## src/hdl/hskl_pkg.sv

```systemverilog
// Shared types and constants for the hashed string key lookup block.
`default_nettype none

package hskl_pkg;

  localparam logic [63:0] HASH_BASIS = 64'hcbf29ce484222325;

  localparam logic KIND_LOAD   = 1'b0;
  localparam logic KIND_LOOKUP = 1'b1;

  localparam logic [1:0] STATUS_STORED = 2'd0;
  localparam logic [1:0] STATUS_FULL   = 2'd1;
  localparam logic [1:0] STATUS_HIT    = 2'd2;
  localparam logic [1:0] STATUS_MISS   = 2'd3;

  // Compare results and key a cell hands to its right-hand neighbor.
  typedef struct packed {
    logic        lt;
    logic        eq;
    logic [63:0] key;
  } link_t;

  // Register levels of the radix-4 hit reduction tree.
  function automatic int tree_levels(input int leaves);
    return ($clog2(leaves) + 1) / 2;
  endfunction

endpackage

`default_nettype wire

```

## src/hdl/hskl_hash.sv

```systemverilog
// Running 64-bit FNV-1a hash register with one byte folded in per step.
`default_nettype none

module hskl_hash (
  input  wire logic        clk_i,
  input  wire logic        rst_ni,
  input  wire logic        step_i,
  input  wire logic        last_i,
  input  wire logic [7:0]  byte_i,
  output logic      [63:0] hash_o
);

  logic [63:0] running_q;
  logic [63:0] running_d;
  logic [63:0] mix;
  logic [63:0] mul_low;

  assign mix = running_q ^ {56'd0, byte_i};

  // prime = 2^40 + 0x1b3, 0x1b3 = 256 + 128 + 32 + 16 + 2 + 1
  assign mul_low = (mix << 8) + (mix << 7) + (mix << 5) + (mix << 4) + (mix << 1) + mix;
  assign hash_o  = (mix << 40) + mul_low;

  always_comb begin
    running_d = running_q;
    if (step_i) begin
      running_d = last_i ? hskl_pkg::HASH_BASIS : hash_o;
    end
  end

  always_ff @(posedge clk_i or negedge rst_ni) begin
    if (!rst_ni) begin
      running_q <= hskl_pkg::HASH_BASIS;
    end else begin
      running_q <= running_d;
    end
  end

endmodule

`default_nettype wire

```

## config.mk

```make
export PLATFORM = sky130hd
export DESIGN_NAME = hskl_hash
export DESIGN_NICKNAME = d
export VERILOG_FILES = /design/src/hdl/hskl_pkg.sv /design/src/hdl/hskl_hash.sv
export SDC_FILE = /design/constraint.sdc
export NUM_CORES = 1
export LEC_CHECK = 0
export BUFFER_PORTS_ARGS = -buffer_cell sky130_fd_sc_hd__buf_2
export CAP_MARGIN = 10
export CORE_MARGIN = 2
export CORE_UTILIZATION = 50
export CTS_CLUSTER_SIZE = 40
export DETAILED_ROUTE_END_ITERATION = 7
export PLACE_DENSITY = 0.77
export SYNTH_ARGS = -nofsm -noshare
export SYNTH_HDL_FRONTEND = slang
export SYNTH_SLANG_ARGS = --single-unit
```

## constraint.sdc

```tcl
create_clock -name clk_i -period 14.7 [get_ports clk_i]
set_clock_uncertainty 0.15 [all_clocks]
set_input_delay 4.41 -clock clk_i [delete_from_list [all_inputs] [get_ports clk_i]]
set_output_delay 4.41 -clock clk_i [all_outputs]
set_load 0.005 [all_outputs]
```

## Yosys cells after proc, flatten, opt, wreduce, memory -nomap -nowiden

Index checks and enable logic that the tools add are counted.
Widths: inputs -> output; s select.

| word-level totals | value |
|---|---|
| register bits | 64 |
| bits in latches | 0 |
| bits in writable memories | 0 |
| memory bits (read-only) | 0 |
| input port bits | 12 |
| word-level logic and storage cells | 9 |
| memories kept | 0 |

| cells by class | value |
|---|---|
| add/subtract/negate cells | 6 |
| multiply operators | 0 |
| div/mod/pow operators | 0 |
| magnitude comparators | 0 |
| eq/ne operators | 0 |
| shift operators | 0 |
| multiplexer cells | 1 |
| bitwise operators | 1 |
| reductions and logical operators | 0 |

Operator list:

| kind | number |
|---|---|
| $add 64x64->64 | 6 |
| $mux 64 | 1 |
| $xor 64x8->64 | 1 |

## Depth between registers and ports, before layout

| depth | value |
|---|---|
| word-level depth | 8 |
| depth in mapped cells | 20 |

## Worst setup path after synthesis

No wires, ideal clock.

| timing path | value |
|---|---|
| path kind | input port to output port |
| start point | in byte_i[4] |
| end point | out hash_o[63] |
| data arrival time | 9059 ps |
| setup slack | 1081 ps |
| stages on the path | 17 |
| buffers on the path | 0 |
| cells stage by stage | xor2_1 inv_1 fa_1 inv_1 fa_1 fa_1 ha_1 ha_1 a21o_1 a21oi_1 a21oi_1 o31ai_4 o211ai_2 a21o_2 a211oi_4 a21o_1 xor2_1 |

| on the way | value |
|---|---|
| cells in the longest elaborated chain, start to end | 7 |

Ends and longest elaborated chain:

| what | line | text |
|---|---|---|
| start, declared | hskl_hash.sv:9 | `input wire logic [7:0] byte_i,` |
| $xor 64x8->64 (*) | hskl_hash.sv:18 | `assign mix = running_q ^ {56'd0, byte_i};` |
| $add 64x64->64 (5 in series) | hskl_hash.sv:21 | `assign mul_low = (mix << 8) + (mix << 7) + (mix << 5) + (mix << 4) + (mix << 1) + mix;` |
| $add 64x64->64 (*) | hskl_hash.sv:22 | `assign hash_o = (mix << 40) + mul_low;` |
| end, declared | hskl_hash.sv:10 | `output logic [63:0] hash_o` |

Every way passes the cells marked *; elsewhere a longest branch is shown, timed or not.

## Worst setup path in the final report

| timing path | value |
|---|---|
| start point | in byte_i[6] |
| end point | out hash_o[61] |

Same word-level chain as after synthesis.

==> metrics.txt <==
hpwl dp slightly below 30 mm; final wirelength 35.0 mm; post-synth top area cell fa_1; Syn Nets 1793; Skew-Pair Late Insertion Delay 0.36 ns; maxcap violations 0; r2r setup slk 8.96 ns; top cells by area, synth fa_1, inv_1, ha_1, dfrtp_1, dfstp_2; final setup fails 0; P&R area growth vs syn 7.29%; core area between 20000 and 30000 um2; port buffer count 75; Rel. slew slack a little under two fifths; max-slew violations 0; ys flop type dfrtp_1; Num Clock Sinks 64; largest net degree at the start of global routing 81; drt via density 5.58; layout cells sized above 1 10.3%; setup TNS 0 ns; Final Hold Fails 0; H-tree Lvls 3; Crit Path Class input port to primary output; initial antenna violation count 0; WL per Instance 19.2 um; CTS tree done; gpl congestion 0.967; drt drc 0; CTS clk-pin slew, worst paths approximately 0.060 ns; global route overflow 0; RSZ-0062 raised after global routing false; CTS buffer count 9; post-synthesis cell area 13200 um2; crit-path max FO 7; syn_area_per_cell 9.27 um2; crit path time final 14.14 ns; PostCTS Resize Cnt 0; first-pass GRT wire length 57.6 mm; Post-Synthesis Cells 1426; Arr. time, crit path 9.58 ns; IO Count 76; Starting Density 50.9%; drt first pass iters 5; Worst-Margin Slew between 0.9 and 1 ns; DRT antenna net count 0; CP startpoint kind input port; Hold EP running_q[2]; library cells used by synthesis slightly below 70; Syn. warnings 0; # hold bufs at CTS 0; # Post-CTS Setup Buffers 0; drt first-iter violations roughly 900; die area 27800 um2; commonest non-fill, non-tap cell in the layout inv_1; Die Y between 150 and 200 um; Max Fclk a little over 70 MHz; Clock Path Buffers 2; Worst setup EP type primary output; most frequent cells in the layout inv_1, fa_1, ha_1; end of the worst register-to-register path running_q[58]; Post-synth EDFFs 0; register with the most flip-flops running_q; biggest regs running_q: 64 flops; Overall Global Routing Usage 26.6%; CTS root buffer clkbuf_16; max reg flops between 60 and 70; R2R Path Start running_q[34]; sequential-to-total area share from yosys stat 12.4%; HP Start running_q[2]; Synth top area share 37.1%; Rows just under 60; Final nets 1848; R2R depth 18; ys async rst share 100%; fin crit share a little over nine tenths; pre-CTS setup slack 0.661 ns; Hold Crit Depth 2; diode count 0; Hold WC Path Type flop to flop; vias in the first global route 10700; Yosys reg bits 64; run status completed; Worst Path Required 10.14 ns; Die Wd 167 um; Final WS setup around 0.56 ns; vias 10200; Final Util around 55%; worst hold slack between 0.3 and 0.4 ns
## critical path, cell delays in order
cell and delay [ns]:
buf_2 0.10, xor2_1 0.43, inv_1 0.23, fa_1 0.54, inv_1 0.05, fa_1 0.56
fa_1 0.42, ha_1 0.29, ha_1 0.42, o21ai_0 0.13, a2111o_1 0.40, a31oi_1 0.28
o21ai_1 0.14, a21boi_2 0.35, o31ai_1 0.23, o21ai_1 0.21, xor2_1 0.21, buf_2 0.15
## layer usage
layer | share of wire, % | routed length, um | GRT usage, %
met5 | 0 | 0 | 0
met3 | 9.1 | 3190 | 5.54
met1 | 42 | 14700 | 36.8
met4 | 2.1 | 751 | 6.82
met2 | 47 | 16400 | 43.1
## stage by stage
stage,instances,area [um2]
floorplan,1426,13200
global placement,1805,13900
detailed placement,1805,13900
CTS,1821,14200
global route,1821,14200
finish,1821,14200
## cells by family after synthesis
family | after synthesis | synth area share [%]
simple gates | 196 | 6.83
flops | 64 | 12.4
compound gates | 286 | 15.0
buf+inv | 442 | 12.7
xor+xnor | 82 | 5.43
mux | 1 | 0.0851
fa+ha+maj | 355 | 47.5
## cells in the mapped netlist (all sizes together) (3+ instances only)
| master | count |
|---|---|
| buf | 17 |
| nand3 | 10 |
| xor2 | 35 |
| nand2b | 3 |
| nand2 | 83 |
| o22a | 18 |
| or3 | 3 |
| o211ai | 8 |
| nand4 | 15 |
| xnor2 | 47 |
| and3 | 6 |
| fa | 245 |
| a21boi | 3 |
| a31oi | 14 |
| inv | 399 |
| o31ai | 4 |
| dfrtp | 36 |
| nor2b | 6 |
| nor2 | 46 |
| o21bai | 8 |
| nor4 | 5 |
| a31o | 7 |
| a211o | 3 |
| a41oi | 3 |
| clkbuf | 25 |
| nor3 | 7 |
| o2111ai | 3 |
| a21o | 43 |
| and2 | 4 |
| a211oi | 10 |
| ha | 110 |
| a21oi | 61 |
| o2bb2ai | 6 |
| o21ai | 64 |
| and4 | 6 |
| o22ai | 3 |
| dfstp | 28 |
| o21a | 12 |
## how the worst max path moves through the flow
stage	start	to	cells after the start	slack [ns]
2_1_floorplan	byte_i[4]	hash_o[63]	17	1.08
3_3_place_gp	byte_i[2]	hash_o[63]	20	0.68
4_1_cts	byte_i[6]	hash_o[56]	19	0.65
3_5_place_dp	byte_i[2]	hash_o[63]	20	0.66
6_report	byte_i[6]	hash_o[61]	18	0.56
5_1_grt	byte_i[6]	hash_o[61]	18	0.31
## final cells by class
class | count | area [um2]
timing repair buffer | 86 | 458
tap | 335 | 419
multi-input combinational | 920 | 9910
clock buffer | 12 | 246
inverter | 400 | 1500
clock inverter | 4 | 20.0
sequential | 64 | 1640
fill | 2286 | 11800
Power is not shown: default switching activity piles up to over one toggle a cycle in this logic, so the estimate is an artifact.
