$ cat config.mk
export PLATFORM = sky130hd
export DESIGN_NAME = hskl_cell
export DESIGN_NICKNAME = d
export VERILOG_FILES = /design/src/hdl/hskl_pkg.sv /design/src/hdl/hskl_cell.sv
export SDC_FILE = /design/constraint.sdc
export NUM_CORES = 1
export LEC_CHECK = 0
export ABC_AREA = 0
export ABC_CLOCK_PERIOD_IN_PS = 5300
export BUFFER_PORTS_ARGS = -buffer_cell sky130_fd_sc_hd__buf_2
export CAP_MARGIN = 20
export CORE_ASPECT_RATIO = 1.1
export CORE_MARGIN = 5
export CORE_UTILIZATION = 47
export DETAILED_ROUTE_END_ITERATION = 10
export HOLD_SLACK_MARGIN = 0.03
export PLACE_DENSITY = 0.88
export RECOVER_POWER = 25
export SLEW_MARGIN = 20
export SYNTH_ARGS = -nofsm -noshare
export SYNTH_HDL_FRONTEND = slang
export SYNTH_SLANG_ARGS = --single-unit
$ cat constraint.sdc
create_clock -name clk_i -period 5.3 [get_ports clk_i]
set_clock_uncertainty 0.15 [all_clocks]
set_input_delay 0 -clock clk_i [delete_from_list [all_inputs] [get_ports clk_i]]
set_output_delay 0 -clock clk_i [all_outputs]
set_load 0.01 [all_outputs]
$ cat src/hdl/hskl_pkg.sv
// Shared types and constants for the hashed string key lookup block.
`default_nettype none

package hskl_pkg;

  localparam logic [63:0] HASH_BASIS = 64'hcbf29ce484222325;

  localparam logic KIND_LOAD   = 1'b0;
  localparam logic KIND_LOOKUP = 1'b1;

  localparam logic [1:0] STATUS_STORED = 2'd0;
  localparam logic [1:0] STATUS_FULL   = 2'd1;
  localparam logic [1:0] STATUS_HIT    = 2'd2;
  localparam logic [1:0] STATUS_MISS   = 2'd3;

  // Compare results and key a cell hands to its right-hand neighbor.
  typedef struct packed {
    logic        lt;
    logic        eq;
    logic [63:0] key;
  } link_t;

  // Register levels of the radix-4 hit reduction tree.
  function automatic int tree_levels(input int leaves);
    return ($clog2(leaves) + 1) / 2;
  endfunction

endpackage

`default_nettype wire

$ cat src/hdl/hskl_cell.sv
// One slot of the sorted key chain: holds a key and value, compares, shifts right.
`default_nettype none

module hskl_cell #(
  parameter int ValueWidth = 16
) (
  input  wire logic                  clk_i,
  input  wire logic                  occ_i,
  input  wire logic                  ins_i,
  input  wire logic [63:0]           key_i,
  input  wire logic [ValueWidth-1:0] value_i,
  input  wire hskl_pkg::link_t       prev_i,
  input  wire logic [ValueWidth-1:0] prev_value_i,
  output hskl_pkg::link_t            link_o,
  output logic      [ValueWidth-1:0] value_o,
  output logic      [ValueWidth:0]   leaf_o
);

  logic [63:0]           key_q;
  logic [ValueWidth-1:0] value_q;
  logic                  lt;
  logic                  eq;

  assign lt = occ_i && ($signed(key_i) < $signed(key_q));
  assign eq = occ_i && (key_q == key_i);

  always_ff @(posedge clk_i) begin
    if (ins_i) begin
      if (prev_i.lt) begin
        key_q   <= prev_i.key;
        value_q <= prev_value_i;
      end else if (lt || !occ_i) begin
        key_q   <= key_i;
        value_q <= value_i;
      end
    end
  end

  assign link_o.lt  = lt;
  assign link_o.eq  = eq;
  assign link_o.key = key_q;
  assign value_o    = value_q;

  // equal keys sit together; only the leftmost of a run reports
  assign leaf_o = (eq && !prev_i.eq) ? {1'b1, value_q} : '0;

endmodule

`default_nettype wire

Word-level counts from Yosys, hierarchy flattened
Index checks and enable logic that the tools add are counted.
- bits in registers: 80
- latch bits: 0
- bits in writable memories: 0
- bits in read-only memories: 0
- bits of input ports: 165
- output and inout port bits: 99
- word-level logic and storage cells: 17
- memories: 0
- add/subtract/negate cells: 0
- multipliers: 0
- divide/modulo/power cells: 0
- magnitude comparators: 1
- equality and inequality tests: 1
- shifts and indexed selects: 0
- mux-type cells: 5
- bitwise gates (word level): 0
- reduce and logical (&&, ||, !) cells: 8
- operator list (kind ; number):
    64-bit 2-to-1 mux ; 2
    64-bit == test ; 1
    64-bit < comparator ; 1
    16-bit 2-to-1 mux ; 2
    17-bit 2-to-1 mux ; 1
    1-bit logical AND ; 3
    1-bit logical NOT ; 2
    2-bit AND reduction ; 1
    2-bit nonzero test ; 1
    1-bit logical OR ; 1

Depth between registers and ports, before layout
Gate-level depths: netlist of run 1.
- depth in word-level cells: 5
- gate-level depth with buffers: 10
- depth with buffers taken out: 9

Least setup slack after synthesis of run 1
OpenSTA, ideal clock, no wires.
- path type: register -> register
- from: reg key_q[43]
- to: reg key_q[0], enable pin
- setup time: 448 ps
- data arrival time: 3791 ps
- required time: 4702 ps
- setup slack: 911 ps
- stages on the path, launching flop included: 10
- buffers on the path: 0
- clock period less this slack: 4389 ps
- path through: edfxtp_1 inv_1 ha_1 a21oi_1 o21ai_0 a221oi_1 o22ai_1 or3_1 o2111ai_1 and3_1
- cells in the longest elaborated chain, start to end: 5
- ends and longest elaborated chain (element ; line ; source):
    start: declaration ; hskl_cell.sv:19 ; logic [63:0] key_q;
    start signal: assignment ; hskl_cell.sv:30 ; key_q <= prev_i.key;
    start signal: assignment ; hskl_cell.sv:33 ; key_q <= key_i;
    64-bit < comparator ; hskl_cell.sv:24 ; assign lt = occ_i && ($signed(key_i) < $signed(key_q));
    1-bit logical AND ; hskl_cell.sv:24 ;
    1-bit logical OR ; hskl_cell.sv:32 ; end else if (lt || !occ_i) begin
    2-bit nonzero test (no source line) ; -- ;
    2-bit AND reduction (no source line) ; -- ;
No other way between the ends.
A chain may end at the register's enable or synchronous reset.

Worst setup path in the final report of run 1
- from: reg key_q[33]
- to: reg value_q[1], in the netlist value_o[1], enable pin
- cells in the longest elaborated chain, start to end: 5
- ends and longest elaborated chain (element ; line ; source):
    64-bit < comparator ; hskl_cell.sv:24 ;
    1-bit logical AND ; hskl_cell.sv:24 ;
    1-bit logical OR ; hskl_cell.sv:32 ;
    2-bit nonzero test (no source line) ; -- ;
    2-bit AND reduction (no source line) ; -- ;
    end signal: assignment ; hskl_cell.sv:31 ; value_q <= prev_value_i;
    end signal: assignment ; hskl_cell.sv:34 ; value_q <= value_i;
    end: declaration ; hskl_cell.sv:20 ; logic [ValueWidth-1:0] value_q;
No other way between the ends.

==> results of run 1 <==
## cells by family after synthesis
kind of cell             count (synthesis)  synth area share (%)
buffers and inverters                   81                 6.153
flip-flops                              80                 46.33
AO/OA/AOI/OAI                           56                 6.298
multiplexers                            79                 17.16
AND/OR/NAND/NOR                         77                 8.615
adder cells (fa/ha/maj)                 64                 15.44
## metrics by stage
| stage | worst slack, ps | hold WS, ps | cells |
|---|---|---|---|
| 6_report | 1535 | 225.2 | 1011 |
| 3_5_place_dp | 1640 | 155.3 | 835 |
| 2_1_floorplan | 910.9 | 8.517 | 437 |
| 3_3_place_gp | 1779 | 148.7 | 835 |
| 5_1_grt | 1411 | 239.9 | 1011 |
| 4_1_cts | 1627 | 217.8 | 1011 |
## area by class of cell
class	count	area, um^2
clock buffers	11	232.7
multi-input cells	276	2469
clock inverters	5	23.77
flip-flops and latches	80	2402
well taps	147	183.9
fillers	653	2450
repair buffers	423	2840
inverters	69	259.0
## repair_timing
| item | CTS | global route |
|---|---|---|
| setup buffers | 0 | 0 |
| hold buffers | 160 | 0 |
| hold endpoints to repair | 80 | 0 |
| setup endpoints to repair | 0 | 0 |
| resized for setup | 0 | 0 |
## flip-flops by register name, indices dropped and copies added (netlist names)
name,cells
value_o,16
key_q,64
## power breakdown
group	switching [uW]	internal, uW
Clock	246	313
Sequential	30.8	769
Combinational	253	273
Total	530	1350
## synthesized netlist by cell type (all sizes together)
master	count	area [um^2]
nand4	11	81.32
a31oi	1	6.260
nand3	6	35.03
nor2	5	18.77
buf	3	26.27
or3	1	6.260
o22ai	1	6.260
a221oi	2	17.52
nor3	9	45.04
a21oi	26	130.1
nor4	3	48.80
a21o	3	22.52
and4	1	8.760
o2111ai	1	8.760
edfxtp	80	2402
a211oi	4	30.03
o21bai	3	22.52
nand2	22	82.58
and3	1	6.260
a21boi	1	7.510
nand3b	1	7.510
o21ai	13	65.06
o21ba	1	10.01
ha	64	800.8
inv	69	259.0
nor2b	1	6.260
and2	16	100.1
clkbuf	9	33.78
mux2	79	889.6
## critical path, stage by stage, from the launching register on
cell	delay (ps)
edfxtp_1	400
inv_1	80
ha_1	240
a21oi_1	210
o21ai_0	150
a221oi_1	360
o22ai_1	170
or3_1	400
o2111ai_1	210
and3_4	950
## routing by layer
layer  vias to the layer above  wire length (um)  track usage (%)
met4                         0              1569            23.17
li1                       2435                 -                -
met3                       119              1521            7.047
met5                         -                 0                0
met2                       331             10400            54.25
met1                      2506              6579            27.49
## worst max path at each step
stage	from	end	slack [ps]	cells after the start
finish	key_q[33]$_DFFE_PP_	value_o[1]$_DFFE_PP_	1540	9
global route	key_q[33]$_DFFE_PP_	key_q[18]$_DFFE_PP_	1410	9
CTS	key_q[41]$_DFFE_PP_	key_q[17]$_DFFE_PP_	1630	9
detailed placement	key_q[41]$_DFFE_PP_	key_q[22]$_DFFE_PP_	1640	9
global placement	key_q[31]$_DFFE_PP_	key_q[23]$_DFFE_PP_	1780	9
floorplan	key_q[43]$_DFFE_PP_	key_q[0]$_DFFE_PP_	910	9
==> flow_summary.toml, run 1 <==
[synthesis]
post_synth_num_cell_types = 33
syn_inst = 437
syn_area_mm2 = 0.005185
synth-warning-count = 0
ys_ff_latch = 80
avgSynthCellArea_um2 = 11.86
yosysSeqAreaShare_pct = 46.33
syn_nets = 666

[hold_path]
min_from = "prev_i[64]"
hp-class = "input port to primary output"
min_delay_path_depth = 3
hold_path_end = "leaf_o[16]"

[routing]
vias = 5391
postRouteAntennaNets = 0
wl_per_cell_um = 19.85
drc = 0
wl_um = 20070
drtIter0Drc = 212
firstDrtPassIters = 4
avgViaCountPerCell = 5.332

[timing]
grt_setup_unrepaired = "false"
setup_viol = 0
final_hold_viol_count = 0
fin_crit_ps = 3765
fmax_mhz = 265.6
drv_slew = 0
relSlewSlack_pct = 25.79
min_period_over_period_pct = 71.03
worst_pin_slew_ps = 1113
setup-tns-final_ps = 0

[place]
numPortBuffers = 263
gp_congestion = 0.8488
dpl.hpwl_um = 11900
placed_area_mm2 = 0.006633

[clock_tree]
clk_latency_ps = 340
cts_root_buf = "clkbuf_16"
numCtsBuffers = 9
clk_path_buf_depth = 2
tritoncts = "built"
cts_sinks = 80
h-tree-depth = 3
clk_pin_slew_worst_paths_ps = 60

[outcome]
outcome = "finished clean"

[setup_path]
required_ps = 5090
crit_path_end_kind = "flip-flop"
critPathMaxFanout = 80
critPathArrivalTime_ps = 3560
rrSetupSlack_ps = 1540
reg2reg_from = "key_q[33]$_DFFE_PP_"
r2r_cells = 9
r2r_end = "value_o[1]$_DFFE_PP_"
crit_type = "flip-flop to flip-flop"
cp-start-kind = "flip-flop"

[die]
die-area_mm2 = 0.01324
rows = 40
die_w_um = 110.1
initial_core_util_pct = 47.74
io_pins = 264
core_area_mm2 = 0.01086
die_h_um = 120.2

[global_route]
antenna_found_initial = 0
grt_use_total_pct = 29.77
grt_max_degree = 84
grt_pass1_vias = 6075
grt-ovfl-total = 0
grt_pass1_wl_um = 30130

[layout]
design_area_mm2 = 0.008411
antenna_cells = 0
fin_util_pct = 77.44
drive_above_1_share_pct = 34.49
layout_common_cells = "buf_2 (198), dlygate4sd3_1 (160), edfxtp_1 (80)"
nets = 1088
layout_commonest_cell = "buf_2"
syn_to_final_growth_pct = 62.21

[pwr]
fin_total_pwr_uw = 1884
leakagePower_uw = 0.003917
ir_drop_v = 0.0001968
p_per_area_mw_per_mm2 = 224.1

[job]
maxCapViolCount = 0
No activity file was read; power rests on OpenSTA's default activity.
==> run 2: changes to the inputs <==
--- a/config.mk
+++ b/config.mk
@@ -6,7 +6,7 @@
 export NUM_CORES = 1
 export LEC_CHECK = 0
 export ABC_AREA = 0
-export ABC_CLOCK_PERIOD_IN_PS = 5300
+export ABC_CLOCK_PERIOD_IN_PS = 3700
 export BUFFER_PORTS_ARGS = -buffer_cell sky130_fd_sc_hd__buf_2
 export CAP_MARGIN = 20
 export CORE_ASPECT_RATIO = 1.1
==> constraint.sdc (replaced) <==
create_clock -name clk_i -period 3.7 [get_ports clk_i]
set_clock_uncertainty 0.15 [all_clocks]
set_input_delay 0 -clock clk_i [delete_from_list [all_inputs] [get_ports clk_i]]
set_output_delay 0 -clock clk_i [all_outputs]
set_load 0.01 [all_outputs]
==> flow_summary.toml, run 2 (synthesized netlist as in run 1, its figures left out) <==
[timing]
fmax_mhz = 307.2
fin_crit_ps = 3255
setup-tns-final_ps = 0
final_hold_viol_count = 0
setup_viol = 0
min_period_over_period_pct = 87.98
worst_pin_slew_ps = 876.2
drv_slew = 0
grt_setup_unrepaired = "false"
hold_ws_ps = 155.8
relSlewSlack_pct = 41.15

[setup_path]
cp_slowest_cell = "nor4_4"
cp-startpoint = "key_q[30]$_DFFE_PP_"
cp-start-kind = "flip-flop"
required_ps = 3550
crit_end = "leaf_o[5]"
slowest_delay_ps = 780
critPathArrivalTime_ps = 3110
rrSetupSlack_ps = 470
critPathMaxFanout = 17
r2r_cells = 10
crit_type = "flip-flop to primary output"
crit_chain = "inv_1 > ha_1 > nand4_1 > nor4_1 > nand2_1 > nor4_4 > and2_1 > buf_2"
crit_path_end_kind = "primary output"
r2r_end = "value_o[3]$_DFFE_PP_"
reg2reg_from = "key_q[51]$_DFFE_PP_"

[global_route]
grt_max_degree = 51
grt-ovfl-total = 0
grt_use_total_pct = 28.37
grt_pass1_wl_um = 28880
grt_pass1_vias = 5769
antenna_found_initial = 1

[routing]
drc = 0
firstDrtPassIters = 4
vias = 5290
postRouteAntennaNets = 0
wl_per_cell_um = 19.13
drtIter0Drc = 277
wl_um = 19430
avgViaCountPerCell = 5.207

[layout]
nets = 1091
drive_above_1_share_pct = 34.49
instances_no_fill = 1016
syn_to_final_growth_pct = 63.66
design_area_mm2 = 0.008486
regMostFlops = "key_q"
largest_reg_flops = 64
layout_commonest_cell = "buf_2"
layout_common_cells = "buf_2 (198), dlygate4sd3_1 (160), edfxtp_1 (80)"

[place]
placed_area_mm2 = 0.006680
numPortBuffers = 263
gp_congestion = 0.8575
numPlacedInstances = 838
dpl.hpwl_um = 12240

[pwr]
ir_drop_v = 0.0002525
p_per_area_mw_per_mm2 = 325.7
leakagePower_uw = 0.003946

[job]
maxCapViolCount = 0

[clock_tree]
clk_path_buf_depth = 2
clk_latency_ps = 320
numCtsBuffers = 9
post_cts_resized = 0
cts_root_buf = "clkbuf_16"
h-tree-depth = 3
clk_pin_slew_worst_paths_ps = 60
tritoncts = "built"
cts_sinks = 80

[die]
core_area_mm2 = 0.01086
rows = 40
die-area_mm2 = 0.01324
die_h_um = 120.2
initial_core_util_pct = 47.74
io_pins = 264
die_w_um = 110.1

[hold_path]
hp-class = "input port to flip-flop"

[outcome]
outcome = "finished clean"
-- run 2: changes by cell type in the layout (fill, tap and decap cells not counted) --
cell and change:
buf_12 +2, buf_4 +1, bufinv_16 +1, clkbuf_1 -1
clkinv_1 +3, clkinv_2 -3, diode_2 +2
-- run 2: timing repair --
item / in CTS / in global routing
hold buffers: 160 / 0
buffers inserted: 0 / 0
endpoints found under the hold margin: 80 / 0
-- run 2: metal layers --
layer	vias to the layer above	GRT usage (%)	wire length, um
li1	2445	-	-
met1	2469	27.88	6794
met2	302	53.91	10320
met3	74	7.262	1502
met4	0	13.01	815
met5	-	0	0
-- run 2: worst min-delay path by stage --
stage	startpoint	to	slack (ps)	cells past startpoint
final	ins_i	key_q[1]$_DFFE_PP_	160	3
after floorplan	prev_i[64]	leaf_o[16]	9	2
after global routing	ins_i	key_q[2]$_DFFE_PP_	160	3
after CTS	ins_i	key_q[2]$_DFFE_PP_	150	3
after detailed placement	prev_i[7]	key_q[7]$_DFFE_PP_	150	2
after global placement	prev_i[0]	key_q[0]$_DFFE_PP_	150	3
-- run 2: power by group --
group / leakage [uW] / internal (uW) / switching (uW)
clock network: 0.000136 / 513 / 350
logic: 0.00303 / 399 / 358
registers: 0.000775 / 1100 / 44.6
total: 0.00395 / 2010 / 752
-- run 2: critical path: cells and delay by family (launching register included) --
family | cells | cell delay (ps)
AND/OR/NAND/NOR | 5 | 1910
flip-flops | 1 | 370
adder cells (fa/ha/maj) | 1 | 300
buffers and inverters | 2 | 210
-- run 2: final cells by class --
cell class,instances,area (um^2)
Antenna cell,2,5.005
Clock buffer,10,229.0
Clock inverter,6,50.05
Fill cell,642,2375
Inverter,69,259.0
Multi-Input combinational cell,276,2469
Sequential cell,80,2402
Tap cell,147,183.9
Timing Repair Buffer,426,2888
-- run 2: metrics by stage --
step	setup slack [ps]	utilization (%)	total power [uW]
floorplan	200.1	-	1465
global placement	684.0	61.51	1694
detailed placement	566.8	61.51	1732
CTS	449.5	78.82	2742
global route	142.8	78.11	2876
finish	444.6	78.13	2764
==> run 3: changes to the inputs <==
--- a/config.mk
+++ b/config.mk
@@ -7,14 +7,13 @@
 export LEC_CHECK = 0
 export ABC_AREA = 0
 export ABC_CLOCK_PERIOD_IN_PS = 3700
-export BUFFER_PORTS_ARGS = -buffer_cell sky130_fd_sc_hd__buf_2
 export CAP_MARGIN = 20
-export CORE_ASPECT_RATIO = 1.1
-export CORE_MARGIN = 5
-export CORE_UTILIZATION = 47
+export CORE_AREA = 5 5 99 101
 export DETAILED_ROUTE_END_ITERATION = 10
+export DIE_AREA = 0 0 104 106
+export DONT_BUFFER_PORTS = 1
 export HOLD_SLACK_MARGIN = 0.03
-export PLACE_DENSITY = 0.88
+export PLACE_DENSITY = 0.81
 export RECOVER_POWER = 25
 export SLEW_MARGIN = 20
 export SYNTH_ARGS = -nofsm -noshare
==> flow_summary.toml, run 3 <==
[place]
numPortBuffers = 0
dpl.hpwl_um = 10620
numPlacedInstances = 539
gp_congestion = 0.8140

[die]
die_w_um = 104
io_pins = 264
initial_core_util_pct = 58.04
die_h_um = 106
rows = 35

[synthesis]
yosysTopAreaCell = "edfxtp_1"
post_synth_num_cell_types = 33
yosys_most_used_dff = "edfxtp_1"
synth_edf_count = 80
syn_nets = 666
syn_area_mm2 = 0.005185
yosysSeqAreaShare_pct = 46.33
synth_area_leaders = "edfxtp_1 (46%), mux2_2 (17%), ha_1 (15%)"
avgSynthCellArea_um2 = 11.86
async_flop_share_pct = 0
synth-warning-count = 0
synth.most_common_cell = "edfxtp_1"
ys_ff_latch = 80
ys_top_cells_by_count = "edfxtp_1 (80), mux2_2 (79), inv_1 (69)"
yosys.area.top_type_share_pct = 46.33
syn_inst = 437

[clock_tree]
post_cts_buffers = 0
post_cts_resized = 0
hold_buffers = 113
cts_root_buf = "clkbuf_8"
numCtsBuffers = 9
h-tree-depth = 3
cts_sinks = 80
clk_path_buf_depth = 2

[outcome]
haltStage = "clock tree synthesis (4_1_cts)"
tool.error = "[ERROR RSZ-0060] Max buffer count reached."
outcome = "stopped before the end"
[run 3: cell counts after synthesis]
Identical to the previous run, type by type.
[run 3: logic make-up after synthesis]
group                      Yosys count  synth area share, %
AOI/OAI and AO/OA                   56                6.298
buffers and inverters               81                6.153
DFF                                 80                46.33
adders and majority gates           64                15.44
and+or+nand+nor                     77                8.615
muxes                               79                17.16
[run 3: through the flow]
stage               setup WS (ps)  instance area [um^2]  utilization [%]
floorplan                   200.1                  5186                -
global placement            470.9                  5329            59.65
detailed placement          365.2                  5329            59.65
==> run 4: changes to the inputs <==
--- a/config.mk
+++ b/config.mk
@@ -8,12 +8,11 @@
 export ABC_AREA = 0
 export ABC_CLOCK_PERIOD_IN_PS = 3700
 export CAP_MARGIN = 20
-export CORE_AREA = 5 5 99 101
+export CORE_MARGIN = 5
+export CORE_UTILIZATION = 40
 export DETAILED_ROUTE_END_ITERATION = 10
-export DIE_AREA = 0 0 104 106
 export DONT_BUFFER_PORTS = 1
-export HOLD_SLACK_MARGIN = 0.03
-export PLACE_DENSITY = 0.81
+export PLACE_DENSITY_LB_ADDON = 0.15
 export RECOVER_POWER = 25
 export SLEW_MARGIN = 20
 export SYNTH_ARGS = -nofsm -noshare
==> flow_summary.toml, run 4 <==
[outcome]
outcome = "stopped before the end"
haltStage = "clock tree synthesis (4_1_cts)"
tool.error = "[ERROR RSZ-0060] Max buffer count reached."

[die]
die_w_um = 123.9
io_pins = 264
rows = 41
die_h_um = 123.9
initial_core_util_pct = 40.92

[synthesis]
yosysTopAreaCell = "edfxtp_1"
post_synth_num_cell_types = 33
syn_inst = 437
avgSynthCellArea_um2 = 11.86
async_flop_share_pct = 0
syn_nets = 666
ys_ff_latch = 80
ys_top_cells_by_count = "edfxtp_1 (80), mux2_2 (79), inv_1 (69)"
yosys.area.top_type_share_pct = 46.33
syn_area_mm2 = 0.005185
yosysSeqAreaShare_pct = 46.33
synth_edf_count = 80
yosys_most_used_dff = "edfxtp_1"
synth-warning-count = 0
synth_area_leaders = "edfxtp_1 (46%), mux2_2 (17%), ha_1 (15%)"
synth.most_common_cell = "edfxtp_1"

[clock_tree]
post_cts_buffers = 0
numCtsBuffers = 9
clk_path_buf_depth = 2
hold_buffers = 125
cts_root_buf = "clkbuf_16"
cts_sinks = 80
h-tree-depth = 3
post_cts_resized = 0

[place]
placed_area_mm2 = 0.005400
gp_congestion = 0.7871
place_ws_ps = 283.4
numPortBuffers = 0
dpl.hpwl_um = 10580
[run 4: cells by family after synthesis]
logic type	after synthesis	synth area share, %
flops	80	46.33
simple gates	77	8.615
buf+inv	81	6.153
mux	79	17.16
compound gates	56	6.298
fa+ha+maj	64	15.44
[run 4: stage by stage]
step,hold WS [ps],std cells
floorplan,8.517,437
global placement,54.46,601
detailed placement,54.97,601
